--- src/rtl/dogc_pkg.sv ---
// ----------------------------------------------------------------------------
// Detector offset/gain correction package
// Shared types, codes and constants of the pixel correction pipeline.
// ----------------------------------------------------------------------------
package dogc_pkg;

	localparam int MAX_LINE_WIDTH_DEF = 4096;
	localparam int MAX_LINES_DEF      = 16;

	localparam int GAIN_FRAC_BITS = 12;
	localparam int GAIN_W         = 17;
	localparam int PIX_W          = 16;
	localparam int VALUE_W        = 17;
	localparam int X_W            = VALUE_W + 1;
	localparam int TB_W           = PIX_W + 1;
	localparam int PROD_W         = X_W + GAIN_W + 1;
	localparam int TB_SH_W        = TB_W + GAIN_FRAC_BITS;
	localparam int ACC_W          = ((PROD_W > TB_SH_W) ? PROD_W : TB_SH_W) + 1;

	localparam int CFG_IDX_W  = 3;
	localparam int CFG_DATA_W = 16;

	localparam logic [4:0] DEPTH_MIN = 5'd8;
	localparam logic [4:0] DEPTH_MAX = 5'd16;

	localparam logic             RST_OFFSET_EN       = 1'b1;
	localparam logic             RST_GAIN_EN         = 1'b1;
	localparam logic             RST_BASE_EN         = 1'b0;
	localparam logic [15:0]      RST_TARGET_BASELINE = 16'd0;
	localparam logic [4:0]       RST_OUT_DEPTH       = 5'd14;
	localparam logic [12:0]      RST_LINE_WIDTH      = 13'd4096;
	localparam logic [4:0]       RST_LINE_COUNT      = 5'd1;
	localparam logic [GAIN_W-1:0] GAIN_ONE           = GAIN_W'(1) << GAIN_FRAC_BITS;

	typedef enum logic [1:0] {
		OP_CORRECT     = 2'd0,
		OP_WR_OFFSET   = 2'd1,
		OP_WR_GAIN     = 2'd2,
		OP_WR_BASELINE = 2'd3
	} opcode_t;

	typedef enum logic [CFG_IDX_W-1:0] {
		CFG_OFFSET_EN       = 3'd0,
		CFG_GAIN_EN         = 3'd1,
		CFG_BASE_EN         = 3'd2,
		CFG_TARGET_BASELINE = 3'd3,
		CFG_OUT_DEPTH       = 3'd4,
		CFG_LINE_WIDTH      = 3'd5,
		CFG_LINE_COUNT      = 3'd6
	} cfg_reg_t;

	typedef struct packed {
		opcode_t      opcode;
		logic [11:0]  column;
		logic [3:0]   row;
		logic [16:0]  value;
	} in_item_t;

	typedef struct packed {
		logic [15:0]  pixel_out;
		logic         status;
	} out_item_t;

	typedef struct packed {
		logic         offset_en;
		logic         gain_en;
		logic         base_en;
		logic [15:0]  target_baseline;
		logic [4:0]   out_depth;
		logic [12:0]  line_width;
		logic [4:0]   line_count;
	} cfg_t;

	typedef struct packed {
		opcode_t              opcode;
		logic                 err;
		logic [VALUE_W-1:0]   value;
	} mem_item_t;

	typedef struct packed {
		logic [PIX_W-1:0]   offset;
		logic [GAIN_W-1:0]  gain;
		logic [PIX_W-1:0]   baseline;
	} tbl_data_t;

endpackage

--- src/rtl/dogc_cfg_regs.sv ---
// ----------------------------------------------------------------------------
// Configuration registers
// Holds the correction settings written through the plain write port.
// ----------------------------------------------------------------------------
module dogc_cfg_regs (
	input  logic                                clk,
	input  logic                                arst_n,
	input  logic                                cfg_write,
	input  logic [dogc_pkg::CFG_IDX_W-1:0]      cfg_index,
	input  logic [dogc_pkg::CFG_DATA_W-1:0]     cfg_data,
	output dogc_pkg::cfg_t                      cfg
);

	dogc_pkg::cfg_t cfg_q;
	logic [4:0]     depth_w;

	assign depth_w = cfg_data[4:0];
	assign cfg     = cfg_q;

	always_ff @(posedge clk or negedge arst_n) begin
		if (!arst_n) begin
			cfg_q.offset_en       <= dogc_pkg::RST_OFFSET_EN;
			cfg_q.gain_en         <= dogc_pkg::RST_GAIN_EN;
			cfg_q.base_en         <= dogc_pkg::RST_BASE_EN;
			cfg_q.target_baseline <= dogc_pkg::RST_TARGET_BASELINE;
			cfg_q.out_depth       <= dogc_pkg::RST_OUT_DEPTH;
			cfg_q.line_width      <= dogc_pkg::RST_LINE_WIDTH;
			cfg_q.line_count      <= dogc_pkg::RST_LINE_COUNT;
		end else if (cfg_write) begin
			unique case (dogc_pkg::cfg_reg_t'(cfg_index))
				dogc_pkg::CFG_OFFSET_EN: begin
					cfg_q.offset_en <= cfg_data[0];
				end
				dogc_pkg::CFG_GAIN_EN: begin
					cfg_q.gain_en <= cfg_data[0];
				end
				dogc_pkg::CFG_BASE_EN: begin
					cfg_q.base_en <= cfg_data[0];
				end
				dogc_pkg::CFG_TARGET_BASELINE: begin
					cfg_q.target_baseline <= cfg_data[15:0];
				end
				dogc_pkg::CFG_OUT_DEPTH: begin
					// Depths outside the supported range leave the register unchanged.
					if (depth_w >= dogc_pkg::DEPTH_MIN &&
						depth_w <= dogc_pkg::DEPTH_MAX) begin
						cfg_q.out_depth <= depth_w;
					end
				end
				dogc_pkg::CFG_LINE_WIDTH: begin
					cfg_q.line_width <= cfg_data[12:0];
				end
				dogc_pkg::CFG_LINE_COUNT: begin
					cfg_q.line_count <= cfg_data[4:0];
				end
				default: begin
				end
			endcase
		end
	end

endmodule

--- config.mk ---
export PLATFORM = sky130hd
export DESIGN_NAME = dogc_cfg_regs
export DESIGN_NICKNAME = d
export VERILOG_FILES = /design/src/rtl/dogc_pkg.sv /design/src/rtl/dogc_cfg_regs.sv
export SDC_FILE = /design/constraint.sdc
export NUM_CORES = 1
export LEC_CHECK = 0
export BUFFER_PORTS_ARGS = -buffer_cell sky130_fd_sc_hd__buf_2
export CAP_MARGIN = 10
export CORE_MARGIN = 1
export CORE_UTILIZATION = 47
export DETAILED_ROUTE_END_ITERATION = 10
export PLACE_DENSITY = 0.77
export SYNTH_ARGS = -nofsm -noshare
export SYNTH_HDL_FRONTEND = slang
export SYNTH_SLANG_ARGS = --single-unit
--- constraint.sdc ---
create_clock -name clk -period 0.8 [get_ports clk]
set_clock_uncertainty 0.05 [all_clocks]
set_input_delay 0 -clock clk [delete_from_list [all_inputs] [get_ports clk]]
set_output_delay 0 -clock clk [all_outputs]
set_load 0.01 [all_outputs]
Yosys cells after proc, flatten, opt, wreduce, memory -nomap -nowiden
Index checks and enable logic that the tools add are counted.

Magnitude comparators: 2. Eq/ne operators: 6. Reduce and logical (&&, ||, !) cells: 9.

Operators with widths (count): AND reduction 2 bit (6); equality test 3 bit (second input constant) (3); equality test 3 x 2 -> 1 bit (second input constant) (2); >= comparator 5 x 4 -> 1 bit (second input constant) (1); less-or-equal comparator 5 bit (second input constant) (1); equality test 3 x 1 -> 1 bit (second input constant) (1); logical NOT 3 bit (1); AND reduction 3 bit (1); logical AND 1 bit (1).

Flip-flop bits (word level): 42. Bits of input ports: 22. Output and inout port bits: 42. Logic and storage cells: 24.

Longest topological paths before layout
Word-level depth: 3. Gate-level depth with buffers: 3. Gate-level depth less buffers: 3.

Worst setup path before layout
Ideal clock, no wire load.

Kind: input to register. From: input cfg_data[3] (netlist bit). To: register cfg_q, in the netlist cfg[18]. Library setup time: 0.125 ns. Arrival: 0.822 ns. Data required time: 0.625 ns. Setup slack: -0.196 ns. Cell stages on the path: 3. Path buffers: 0. Path through: o41ai_2 o211ai_2 mux2_2.

Cells in the longest elaborated chain, start to end: 3. Elaborated cells on any way between the ends: 4. Classes of those cells: order compare (2); reduce/logical (2).

RTL lines: start, declared (RTL line dogc_cfg_regs.sv:10) `input logic [dogc_pkg::CFG_DATA_W-1:0] cfg_data,`; >= comparator 5 x 4 -> 1 bit / less-or-equal comparator 5 bit (equally long branches) (RTL line dogc_cfg_regs.sv:45, dogc_cfg_regs.sv:46); logical AND 1 bit * (RTL line dogc_cfg_regs.sv:45) `if (depth_w >= dogc_pkg::DEPTH_MIN &&`; AND reduction 3 bit (no source line) *; end, declared (RTL line dogc_cfg_regs.sv:14) `dogc_pkg::cfg_t cfg_q;`.

Every way passes the cells marked *; elsewhere a longest branch is shown, timed or not. A chain may end at the register's enable or synchronous reset.

Worst setup path after layout
From: register cfg_q, in the netlist cfg[21]. To: output cfg[21] (netlist bit).

RTL lines: end, declared (RTL line dogc_cfg_regs.sv:11) `output dogc_pkg::cfg_t cfg`.

No word-level cell between the ends.

==> results by group <==
Run status
  • Status: complete, but fails checks
  • Failing checks: negative setup slack

Finish
  • N_diodes: 0
  • Largest register FFs: 42
  • Nets@finish: 229
  • Final Cell Area: 2740 µm²
  • Post-Layout Cell Count: 254
  • Fraction of layout cells with a size suffix above 1: 0.740
  • Fill cells: 173
  • Area delta synth->final: 66.5%

Critical path
  • Max FO, Critical Path: 2
  • Critical path arrival: 1.01 ns
  • Setup crit start kind: flip-flop
  • CP delay by family, top: flip-flops
  • Critical Path RT: 0.75 ns
  • Max incr delay on CP: 0.57 ns
  • Critical path class: reg -> out
  • Critical Path Slowest Stage Cell: dfstp_2
  • CP Buf/Inv Count: 1
  • Worst setup EP type: output pin
  • Crit path cell chain: buf_6

Route
  • DRC errors left: 0
  • Via density: 4.95
  • Final WL: 4150 µm
  • Detailed Route Iter0 Violations: 53
  • Routed len/inst: 16.3 µm
  • First-pass DRT Iterations: 4
  • Antenna-violating nets left: 0
  • Vias: 1257

Place
  • Routability cong.: 0.777
  • Placed Cells incl. Taps: 218
  • Cell Area, Placed: 2200 µm²
  • DP HPWL: 2580 µm
  • I/O Buffers: 63

Floorplan
  • Die Y: 61.2 µm
  • Core Area: 3340 µm²
  • DIE AREA: 3740 µm²
  • Die X: 61.2 µm
  • Initial Utilization: 0.493
  • Top-Level Pins: 64
  • Row cnt: 21

Yosys
  • Net Count, Synth: 119
  • Dominant synthesized flop cell: dfrtp_1
  • Asr flop ratio synth: 1.00
  • Synth cell count leaders: mux2_2, dfrtp_1, dfstp_2
  • Yosys warning total: 0
  • Cell area after synthesis: 1650 µm²
  • EDFF count, synth: 0
  • Multiplexer share of the synthesized area: 0.287
  • Simple-gate portion of the synthesized area: 0.0433
  • Syn avg cell area: 17.0 µm²
  • Instance count of the mapped netlist: 97
  • Synth top area cells: dfrtp_1, mux2_2, dfstp_2, nand4b_1, o41ai_2
  • Adder-cell share of the synthesized area: 0
  • Post-synthesis sequential area ratio: 0.644
  • Post-synthesis compound-gate area fraction: 0.0175
  • Yosys reg bits: 42
  • Distinct cells, synth: 14
  • Largest family of logic cells by synthesized area: multiplexers
  • Largest area contributor in the netlist: dfrtp_1
  • Post-Synth XOR/XNOR Area: 0
  • Share of the synthesized area in the top cell type: 0.532
  • Most frequent cell after synthesis: mux2_2

STA
  • Final setup TNS: -8.51 ns
  • Final Worst Setup Slack: -0.261 ns
  • Slew Viols, Final: 0
  • Worst-margin pin slew: 0.404 ns
  • Final setup fails: 78
  • Hold Fails Final Rpt: 0
  • Worst Hold Slack: 0.0166 ns
  • Fmax: 0.942 GHz
  • Minimum clock period: 1.06 ns
  • Slew HR: 0.729
  • Unrepaired setup endpoints after global routing: yes
  • Tcrit/Tclk final: 1.33

Global routing
  • GRT Resource Usage Total: 0.218
  • Vias in the first global route: 1169
  • First-pass GRT wire length: 5630 µm
  • GRT Residual Overflow: 0
  • Initial antenna violation count: 0
  • Largest net degree at the start of global routing: 22

Clock tree
  • CTS Buf Count: 5
  • Root buffer cell: clkbuf_4
  • Clock Path Buffers: 2
  • CTS tree: yes
  • H-tree levels: 2
  • CTS sink count: 42
  • Clock slew seen by the registers of the worst setup and hold paths: 0.13 ns
  • Worst-skew pair later-pin latency: 0.33 ns

Power
  • Switching portion of total power: 0.284
  • Power density over the cells: 2310 nW/µm²
  • Total leakage power: 1.44 nW
  • Comb pwr share: 0.356
  • Sequential power share: 0.470
  • P_int: 4.53 mW
  • Clock power frac: 0.173
  • Worst VDD drop: 0.00132 V
  • P_sw: 1.79 mW

Min path
  • Worst hold path type: in -> async

Run
  • Max cap viols: 0
==> power by group through the flow <==
stage	Clock, mW	Combinational, mW	Sequential, mW
after floorplan	0	0.544	3.16
final	1.10	2.25	2.97
after global routing	1.22	2.42	3.03
after detailed placement	0	1.55	2.94
after CTS	1.13	1.86	2.93
after global placement	0	1.51	2.91
==> worst paths after layout <==
kind	depth (start not counted)	start	end	slack, ns
max	1	cfg[21]$_DFFE_PN1P_	cfg[21]	-0.26
min	2	arst_n	cfg[7]$_DFFE_PN0P_	0.02
max reg2reg	2	cfg[6]$_DFFE_PN0P_	cfg[6]$_DFFE_PN0P_	-0.15
min reg2reg	1	cfg[39]$_DFFE_PN0P_	cfg[39]$_DFFE_PN0P_	0.47
max in group asynchronous	3	arst_n	cfg[17]$_DFFE_PN1P_	0.21
min in group clk	3	cfg_data[2]	cfg[25]$_DFFE_PN0P_	0.02
==> through the flow <==
step	setup WS, ns	util	power (mW)
3_3_place_gp	-0.328	0.661	4.41
2_1_floorplan	-0.188	-	3.70
3_5_place_dp	-0.359	0.661	4.49
4_1_cts	-0.262	0.764	5.92
6_report	-0.261	0.821	6.32
5_1_grt	-0.304	0.821	6.67
==> cell type report <==
type	count	area [µm²]	share of cell area
flip-flops and latches	42	1060	0.387
repair buffers	105	805	0.294
multi-input cells	52	749	0.274
well taps	46	57.6	0.0210
clock buffers	6	51.3	0.0187
clock inverters	2	12.5	0.00457
inverters	1	3.75	0.00137
==> what timing repair did <==
action                                  4_1_cts  5_1_grt
endpoints found under the setup margin       71       84
endpoints found under the hold margin        63        0
buffers inserted                              3       11
gates resized for setup                      23       23
hold buffers                                 14        0
==> logic make-up (layout without fill, tap and decap cells) <==
kind of cell,Yosys count,in the layout
compound gates,2,2
simple gates,8,8
buf+inv,3,114
mux,42,42
flops,42,42
==> per-layer routing <==
layer	GRT usage	vias up	wire [µm]
met2	0.351	54	2050
met1	0.290	616	1790
met3	0.0525	13	212
li1	-	574	-
met4	0.0779	0	93
met5	0	-	0
==> cell usage in the layout (no fill, tap or decap), drive strengths merged <==
cell,instances
buf,91
clkbuf,6
and4bb,1
dfstp,7
dfrtp,35
clkinvlp,1
nand4b,3
dlygate4sd3,14
nor3,1
mux2,41
clkinv,1
inv,1
nand2b,1
o211ai,1
nor3b,2
o41ai,1
mux2i,1
Power figures use the tool's default switching activity.
