--- src/rtl/dogc_pkg.sv ---
// ----------------------------------------------------------------------------
// Detector offset/gain correction package
// Shared types, codes and constants of the pixel correction pipeline.
// ----------------------------------------------------------------------------
package dogc_pkg;

	localparam int MAX_LINE_WIDTH_DEF = 4096;
	localparam int MAX_LINES_DEF      = 16;

	localparam int GAIN_FRAC_BITS = 12;
	localparam int GAIN_W         = 17;
	localparam int PIX_W          = 16;
	localparam int VALUE_W        = 17;
	localparam int X_W            = VALUE_W + 1;
	localparam int TB_W           = PIX_W + 1;
	localparam int PROD_W         = X_W + GAIN_W + 1;
	localparam int TB_SH_W        = TB_W + GAIN_FRAC_BITS;
	localparam int ACC_W          = ((PROD_W > TB_SH_W) ? PROD_W : TB_SH_W) + 1;

	localparam int CFG_IDX_W  = 3;
	localparam int CFG_DATA_W = 16;

	localparam logic [4:0] DEPTH_MIN = 5'd8;
	localparam logic [4:0] DEPTH_MAX = 5'd16;

	localparam logic             RST_OFFSET_EN       = 1'b1;
	localparam logic             RST_GAIN_EN         = 1'b1;
	localparam logic             RST_BASE_EN         = 1'b0;
	localparam logic [15:0]      RST_TARGET_BASELINE = 16'd0;
	localparam logic [4:0]       RST_OUT_DEPTH       = 5'd14;
	localparam logic [12:0]      RST_LINE_WIDTH      = 13'd4096;
	localparam logic [4:0]       RST_LINE_COUNT      = 5'd1;
	localparam logic [GAIN_W-1:0] GAIN_ONE           = GAIN_W'(1) << GAIN_FRAC_BITS;

	typedef enum logic [1:0] {
		OP_CORRECT     = 2'd0,
		OP_WR_OFFSET   = 2'd1,
		OP_WR_GAIN     = 2'd2,
		OP_WR_BASELINE = 2'd3
	} opcode_t;

	typedef enum logic [CFG_IDX_W-1:0] {
		CFG_OFFSET_EN       = 3'd0,
		CFG_GAIN_EN         = 3'd1,
		CFG_BASE_EN         = 3'd2,
		CFG_TARGET_BASELINE = 3'd3,
		CFG_OUT_DEPTH       = 3'd4,
		CFG_LINE_WIDTH      = 3'd5,
		CFG_LINE_COUNT      = 3'd6
	} cfg_reg_t;

	typedef struct packed {
		opcode_t      opcode;
		logic [11:0]  column;
		logic [3:0]   row;
		logic [16:0]  value;
	} in_item_t;

	typedef struct packed {
		logic [15:0]  pixel_out;
		logic         status;
	} out_item_t;

	typedef struct packed {
		logic         offset_en;
		logic         gain_en;
		logic         base_en;
		logic [15:0]  target_baseline;
		logic [4:0]   out_depth;
		logic [12:0]  line_width;
		logic [4:0]   line_count;
	} cfg_t;

	typedef struct packed {
		opcode_t              opcode;
		logic                 err;
		logic [VALUE_W-1:0]   value;
	} mem_item_t;

	typedef struct packed {
		logic [PIX_W-1:0]   offset;
		logic [GAIN_W-1:0]  gain;
		logic [PIX_W-1:0]   baseline;
	} tbl_data_t;

endpackage

--- src/rtl/dogc_arith.sv ---
// ----------------------------------------------------------------------------
// Correction arithmetic pipeline
// Offset subtract, gain multiply, baseline add, then clamp and round into
// the output register.
// ----------------------------------------------------------------------------
module dogc_arith (
	input  logic                    clk,
	input  logic                    arst_n,
	input  dogc_pkg::cfg_t          cfg,
	input  logic                    valid_s2,
	input  dogc_pkg::mem_item_t     item_s2,
	input  dogc_pkg::tbl_data_t     rd_s2,
	output logic                    ready_s2,
	output logic                    out_valid,
	input  logic                    out_stall,
	output dogc_pkg::out_item_t     out_data
);

	localparam int F = dogc_pkg::GAIN_FRAC_BITS;

	logic                                  valid_s3, valid_s4, valid_s5;
	logic                                  ready_s3, ready_s4, ready_s5, ready_out;
	logic                                  corr_s3, corr_s4, corr_s5;
	logic                                  err_s3, err_s4, err_s5;
	logic signed [dogc_pkg::X_W-1:0]       x_s3;
	logic signed [dogc_pkg::TB_W-1:0]      tb_s3, tb_s4;
	logic [dogc_pkg::GAIN_W-1:0]           gain_s3;
	logic signed [dogc_pkg::PROD_W-1:0]    prod_s4;
	logic signed [dogc_pkg::ACC_W-1:0]     acc_s5;
	dogc_pkg::out_item_t                   out_q;

	logic [dogc_pkg::PIX_W-1:0]            off_eff, base_eff, maxv_c;
	logic signed [dogc_pkg::X_W-1:0]       x_c;
	logic signed [dogc_pkg::TB_W-1:0]      tb_c;
	logic signed [dogc_pkg::ACC_W-1:0]     acc_c, ceil_c, half_c, sum_c;
	logic [dogc_pkg::PIX_W-1:0]            pix_c;

	assign ready_out = !out_valid || !out_stall;
	assign ready_s5  = !valid_s5 || ready_out;
	assign ready_s4  = !valid_s4 || ready_s5;
	assign ready_s3  = !valid_s3 || ready_s4;
	assign ready_s2  = ready_s3;
	assign out_data  = out_q;

	assign off_eff  = cfg.offset_en ? rd_s2.offset : '0;
	assign base_eff = cfg.base_en ? rd_s2.baseline : '0;
	assign x_c  = $signed({1'b0, item_s2.value}) - $signed({2'b00, off_eff});
	assign tb_c = $signed({1'b0, cfg.target_baseline}) - $signed({1'b0, base_eff});

	assign acc_c = dogc_pkg::ACC_W'(prod_s4) + (dogc_pkg::ACC_W'(tb_s4) <<< F);

	assign maxv_c = dogc_pkg::PIX_W'((17'd1 << cfg.out_depth) - 17'd1);
	assign ceil_c = $signed(dogc_pkg::ACC_W'(maxv_c) << F);
	assign half_c = $signed(dogc_pkg::ACC_W'(1) << (F - 1));
	assign sum_c  = acc_s5 + half_c;

	always_comb begin
		if (acc_s5 < 0) begin
			pix_c = '0;
		end else if (acc_s5 > ceil_c) begin
			pix_c = maxv_c;
		end else begin
			pix_c = sum_c[F +: dogc_pkg::PIX_W];
		end
	end

	always_ff @(posedge clk or negedge arst_n) begin
		if (!arst_n) begin
			valid_s3  <= 1'b0;
			valid_s4  <= 1'b0;
			valid_s5  <= 1'b0;
			out_valid <= 1'b0;
		end else begin
			if (ready_s3) begin
				valid_s3 <= valid_s2;
			end
			if (ready_s4) begin
				valid_s4 <= valid_s3;
			end
			if (ready_s5) begin
				valid_s5 <= valid_s4;
			end
			if (ready_out) begin
				out_valid <= valid_s5;
			end
		end
	end

	always_ff @(posedge clk) begin
		if (ready_s3) begin
			corr_s3 <= !item_s2.err && (item_s2.opcode == dogc_pkg::OP_CORRECT);
			err_s3  <= item_s2.err;
			x_s3    <= x_c;
			tb_s3   <= tb_c;
			gain_s3 <= cfg.gain_en ? rd_s2.gain : dogc_pkg::GAIN_ONE;
		end
		if (ready_s4) begin
			corr_s4 <= corr_s3;
			err_s4  <= err_s3;
			tb_s4   <= tb_s3;
			prod_s4 <= x_s3 * $signed({1'b0, gain_s3});
		end
		if (ready_s5) begin
			corr_s5 <= corr_s4;
			err_s5  <= err_s4;
			acc_s5  <= acc_c;
		end
		if (ready_out) begin
			out_q.pixel_out <= corr_s5 ? pix_c : '0;
			out_q.status    <= err_s5;
		end
	end

endmodule

--- config.mk ---
export PLATFORM = sky130hd
export DESIGN_NAME = dogc_arith
export DESIGN_NICKNAME = d
export VERILOG_FILES = /design/src/rtl/dogc_pkg.sv /design/src/rtl/dogc_arith.sv
export SDC_FILE = /design/constraint.sdc
export NUM_CORES = 1
export LEC_CHECK = 0
export BUFFER_PORTS_ARGS = -buffer_cell sky130_fd_sc_hd__buf_4
export CAP_MARGIN = 0
export CORE_MARGIN = 1
export CORE_UTILIZATION = 55
export DETAILED_ROUTE_END_ITERATION = 12
export PLACE_DENSITY = 0.73
export SYNTH_ARGS = -nofsm -noshare
export SYNTH_HDL_FRONTEND = slang
export SYNTH_SLANG_ARGS = --single-unit
--- constraint.sdc ---
create_clock -name clk -period 15.1 [get_ports clk]
set_input_delay 3.02 -clock clk [delete_from_list [all_inputs] [get_ports clk]]
set_output_delay 3.02 -clock clk [all_outputs]
set_load 0.01 [all_outputs]
---- Word level (Yosys, flattened, before mapping) ----
Cells that the tools add are included.
operators by class
  $mul .................................... 1
  reductions and logical operators ........ 13
  bitwise operators ....................... 1
  add/subtract/negate cells ............... 5
  multiplexer cells ....................... 3
  shift operators ......................... 1
  magnitude comparators ................... 2
operators by type and width
  operator                  number
  $mux W16                  3
  $add A36 B29 Y37          1
  $gt A37 B29 Y1            1
  $lt A37 B1 Y1 const B     1
  $mul A18 B18 Y36          1
  $add A28 B13 Y28 const B  1
  $sub A17 B16 Y18          1
  $sub A16 B16 Y17          1
  $shl A1 B5 Y16 const A    1
  $sub A16 B1 Y16 const B   1
  $logic_not A1 Y1          6
  $logic_or A1 B1 Y1        4
  $logic_not A2 Y1          1
  $reduce_or A2 Y1          1
  $logic_and A1 B1 Y1       1
  $not A1 Y1                1
word-level totals
  bits in registers ....................... 169

---- Longest topological paths before layout ----
  depth after elaboration ................. 5
  depth in mapped cells ................... 24
  depth with buffers taken out ............ 23

---- Worst setup path before layout ----
Ideal clock, no wire load.
  kind .................................... input to output
  start point ............................. in out_stall
  end point ............................... out ready_s2
  data arrival time ....................... 5.908 ns
  stages on the path ...................... 3
  setup slack ............................. 6.172 ns
  cells stage by stage .................... nand4_1 -> inv_1 -> nand2_1
on the way
  longest elaborated chain between the ends .. 5
ends and longest elaborated chain
  item                line              text
  from (decl)         dogc_arith.sv:15  input logic out_stall,
  $logic_not A1 Y1    dogc_arith.sv:38  assign ready_out = !out_valid || !out_stall;
  $logic_or A1 B1 Y1  dogc_arith.sv:38
  $logic_or A1 B1 Y1  dogc_arith.sv:39  assign ready_s5 = !valid_s5 || ready_out;
  $logic_or A1 B1 Y1  dogc_arith.sv:40  assign ready_s4 = !valid_s4 || ready_s5;
  $logic_or A1 B1 Y1  dogc_arith.sv:41  assign ready_s3 = !valid_s3 || ready_s4;
  to (decl)           dogc_arith.sv:13  output logic ready_s2,
Every way passes these cells.

---- Final worst setup path ----
  start point ............................. in cfg[21] (netlist name)
  end point ............................... reg out_q (netlist bit out_data[15]), data pin
on the way
  longest elaborated chain between the ends .. 4
ends and longest elaborated chain
  item                 line              text
  from (decl)          dogc_arith.sv:9   input dogc_pkg::cfg_t cfg,
  $shl A1 B5 Y16 (*)   dogc_arith.sv:52  assign maxv_c = dogc_pkg::PIX_W'((17'd1 << cfg.out_depth) - 17'd1);
  $sub A16 B1 Y16 (*)  dogc_arith.sv:52
  $gt A37 B29 Y1       dogc_arith.sv:60  end else if (acc_s5 > ceil_c) begin
  $mux W16 (*)         dogc_arith.sv:60
  to (decl)            dogc_arith.sv:30  dogc_pkg::out_item_t out_q;
Every way passes the cells marked *; elsewhere a longest branch is shown, timed or not.
A chain may end at the register's enable or synchronous reset.

==> flow_summary_export.csv <==
group,metric,value,unit
status,run_status,"finished clean",
critical_path,criticalPathCategory,"in2reg",
critical_path,reg2reg_depth,19,
sta,setup_tns,0,ns
clock_tree,hold_buffers,0,
critical_path,critical_path_required,15.40,ns
yosys,ys_top_cells_by_count,"inv_1 (428), fa_1 (314), nand2_1 (240), and2_1 (167), edfxtp_1 (165)",
yosys,avgSynthCellArea,9.897,um^2
sta,finalCritPeriodShare,48.56,%
clock_tree,insertion_delay,0.45,ns
floorplan,std_cell_rows,71,
yosys,synth.largest_area_cell,"fa_1",
global_route,grt_max_degree,56,
placement,finalWeightedCongestion,0.9041,
drt,via_per_inst,5.359,
clock_tree,cts.repair.resized,0,
yosys,synth-seq-area-share,24.16,%
yosys,synth_top_area_share,30.04,%
critical_path,reg2reg_slack,8.30,ns
clock_tree,cts_root_buffer,"clkbuf_16",
clock_tree,clockBufferDepth,2,
sta,finalSetupViolations,0,
drt,first_pass_iters,5,
drt,vias,14530,
critical_path,r2r-start,"gain_s3[3]",
drt,drc,0,
final_layout,fin_nets,2780,
sta,finalCriticalPeriod,7.333,ns
clock_tree,cts_buffers,17,
clock_tree,cts_tree,"done",
final_layout,layout.cells.non_filler,2711,
hold_path,min_from,"prod_s4[1]",
drt,wl,45060,um
final_layout,fillers,3096,
sta,fmax,136.4,MHz
hold_path,min_path_cells,0,
floorplan,start_util,55.68,%
placement,dp_cells,2679,
clock_tree,htreeDepth,4,
placement,hpwl,35760,um
yosys,synth.most_common_cell,"inv_1",
yosys,yosysUniqueCellTypes,70,
critical_path,cp-startpoint,"cfg[21]",
sta,drv_slew,0,
sta,rsz0062_at_grt,"no",
hold_path,min_path_type,"reg2reg",
critical_path,cpPeakStageDelay,0.76,ns
yosys,synth-seq-cells,169,
final_layout,drive_above_1_share,8.182,%
floorplan,dieArea,0.03882,mm^2
critical_path,crit_path_start_kind,"input pin",
sta,final-hold-violation-count,0,
final_layout,antenna-diode-count,0,
yosys,yosys_warnings,0,
critical_path,critPathMaxFanout,22,
floorplan,die_h,197.0,um
clock_tree,clock-sinks,169,
drt,wire_per_inst,16.62,um
final_layout,final_core_util,60.58,%
yosys,netlist_top_cells_area,"fa_1 (30%), edfxtp_1 (24%), ha_1 (9.8%)",
clock_tree,path_clk_slew,0.07,ns
sta,clock-skew-final,0.01092,ns
global_route,grt_usage,24.81,%
yosys,synth_edf_count,165,
global_route,antenna_found_initial,0,
final_layout,area_growth,8.809,%
critical_path,critical_path_arrival,7.63,ns
final_layout,regArea,0.005055,mm^2
drt,drt-initial-drc-count,832,
sta,slew_headroom,34.71,%
drt,final_antenna_net_count,0,
floorplan,die_w,197.0,um
global_route,first_global_vias,15440,
global_route,grt_first_pass_wirelength,75250,um
flow_run,drv_cap,0,
critical_path,cpMaxStageDelayCell,"a211o_1",
clock_tree,cts_setup_buffers,0,
sta,worstMarginPinSlew,0.9782,ns
yosys,synth.cell_area,0.02092,mm^2
yosys,synth_top_flop_cell,"edfxtp_1",
global_route,grt_overflow,0,
final_layout,multi_input_area,0.01402,mm^2
yosys,async_flop_share,2.367,%
critical_path,end_kind,"flop",
yosys,syn-num-nets,2707,
yosys,netlist_instances,2114,
floorplan,io-pin-count,134,
floorplan,core_area,0.03758,mm^2
critical_path,worstPathCellList,"buf_4 > or3_1 > or3_1 > ha_1 > nor3_1 > a31oi_1 > o21ai_0 > inv_1 > ha_1 > a21o_1 > a21o_1 > a2111oi_0 > a211o_1 > mux2_2 > nor2_1",
placement,place.port_buffers,115,
metal layers:
metal	share of wire (%)	track usage, %	vias up
met1	43	32.40	7165
met4	1.5	6.403	0
li1	-	-	6862
met5	0	0	-
met2	49	43.06	453
met3	5.9	4.046	48
stage by stage:
| step | cell area, um^2 | hold slack [ns] | setup slack, ns |
|---|---|---|---|
| final | 22770 | 0.4195 | 7.767 |
| after CTS | 22770 | 0.4215 | 7.779 |
| after global placement | 22220 | 0.4031 | 7.510 |
| after global routing | 22770 | 0.4226 | 7.579 |
| after detailed placement | 22220 | 0.4045 | 7.292 |
| after floorplan | 20920 | 0.4003 | 6.172 |
critical path: cells and delay by family:
family,cells,cell delay [ns]
AND/OR/NAND/NOR,4,1.24
adder cells (fa/ha/maj),2,0.51
AO/OA/AOI/OAI,6,2.18
buffers and inverters,2,0.23
multiplexers,1,0.42
cell type report:
class                           count  area share, %
Sequential cell                   169          22.20
Clock buffer                       21          2.023
Inverter                          428          7.057
Tap cell                          511          2.808
Multi-Input combinational cell   1452          61.59
Timing Repair Buffer              119          3.924
Clock inverter                     11         0.3902
registers in the layout, summed over array words and instances, names as in the netlist, 17 cells and up:
| signal | cells |
|---|---|
| acc_s5 | 37 |
| gain_s3 | 17 |
| out_data | 17 |
| prod_s4 | 36 |
| tb_s3 | 17 |
| tb_s4 | 17 |
| x_s3 | 18 |
kinds of logic (layout without fill, tap and decap cells):
| logic type | after synthesis | after routing | synth area share [%] |
|---|---|---|---|
| AND/OR/NAND/NOR | 621 | 621 | 14.75 |
| buffers and inverters | 493 | 579 | 8.857 |
| adder cells (fa/ha/maj) | 478 | 478 | 39.85 |
| AO/OA/AOI/OAI | 256 | 256 | 8.211 |
| flip-flops | 169 | 169 | 24.16 |
| XOR/XNOR | 86 | 86 | 3.600 |
| multiplexers | 11 | 11 | 0.5681 |
worst paths after layout:
check	endpoint
setup / recovery	out_data[15]
max in group asynchronous	valid_s3
hold reg to reg	acc_s5[1]
min in group asynchronous	out_valid
hold / removal	acc_s5[1]
setup reg to reg	prod_s4[34]
cells in the final DEF, fill, tap and decap left out, drive strengths merged, types with 5 or more instances in the layout:
| cell | instances |
|---|---|
| a211oi | 15 |
| a21boi | 6 |
| a21o | 32 |
| a21oi | 74 |
| a31oi | 15 |
| and2 | 167 |
| and3 | 7 |
| buf | 119 |
| clkbuf | 21 |
| edfxtp | 165 |
| fa | 314 |
| ha | 164 |
| inv | 432 |
| mux2 | 7 |
| nand2 | 240 |
| nand2b | 16 |
| nand3 | 25 |
| nand4 | 10 |
| nor2 | 73 |
| nor2b | 21 |
| nor3 | 20 |
| nor3b | 5 |
| nor4 | 6 |
| o2111ai | 6 |
| o211ai | 8 |
| o21a | 16 |
| o21ai | 43 |
| o21bai | 9 |
| o31ai | 6 |
| or2 | 8 |
| or3 | 7 |
| xnor2 | 58 |
| xor2 | 28 |
Power is left out: the tool's default activity adds up to more than one toggle a clock period on the data nets, which glitch-free logic cannot reach.
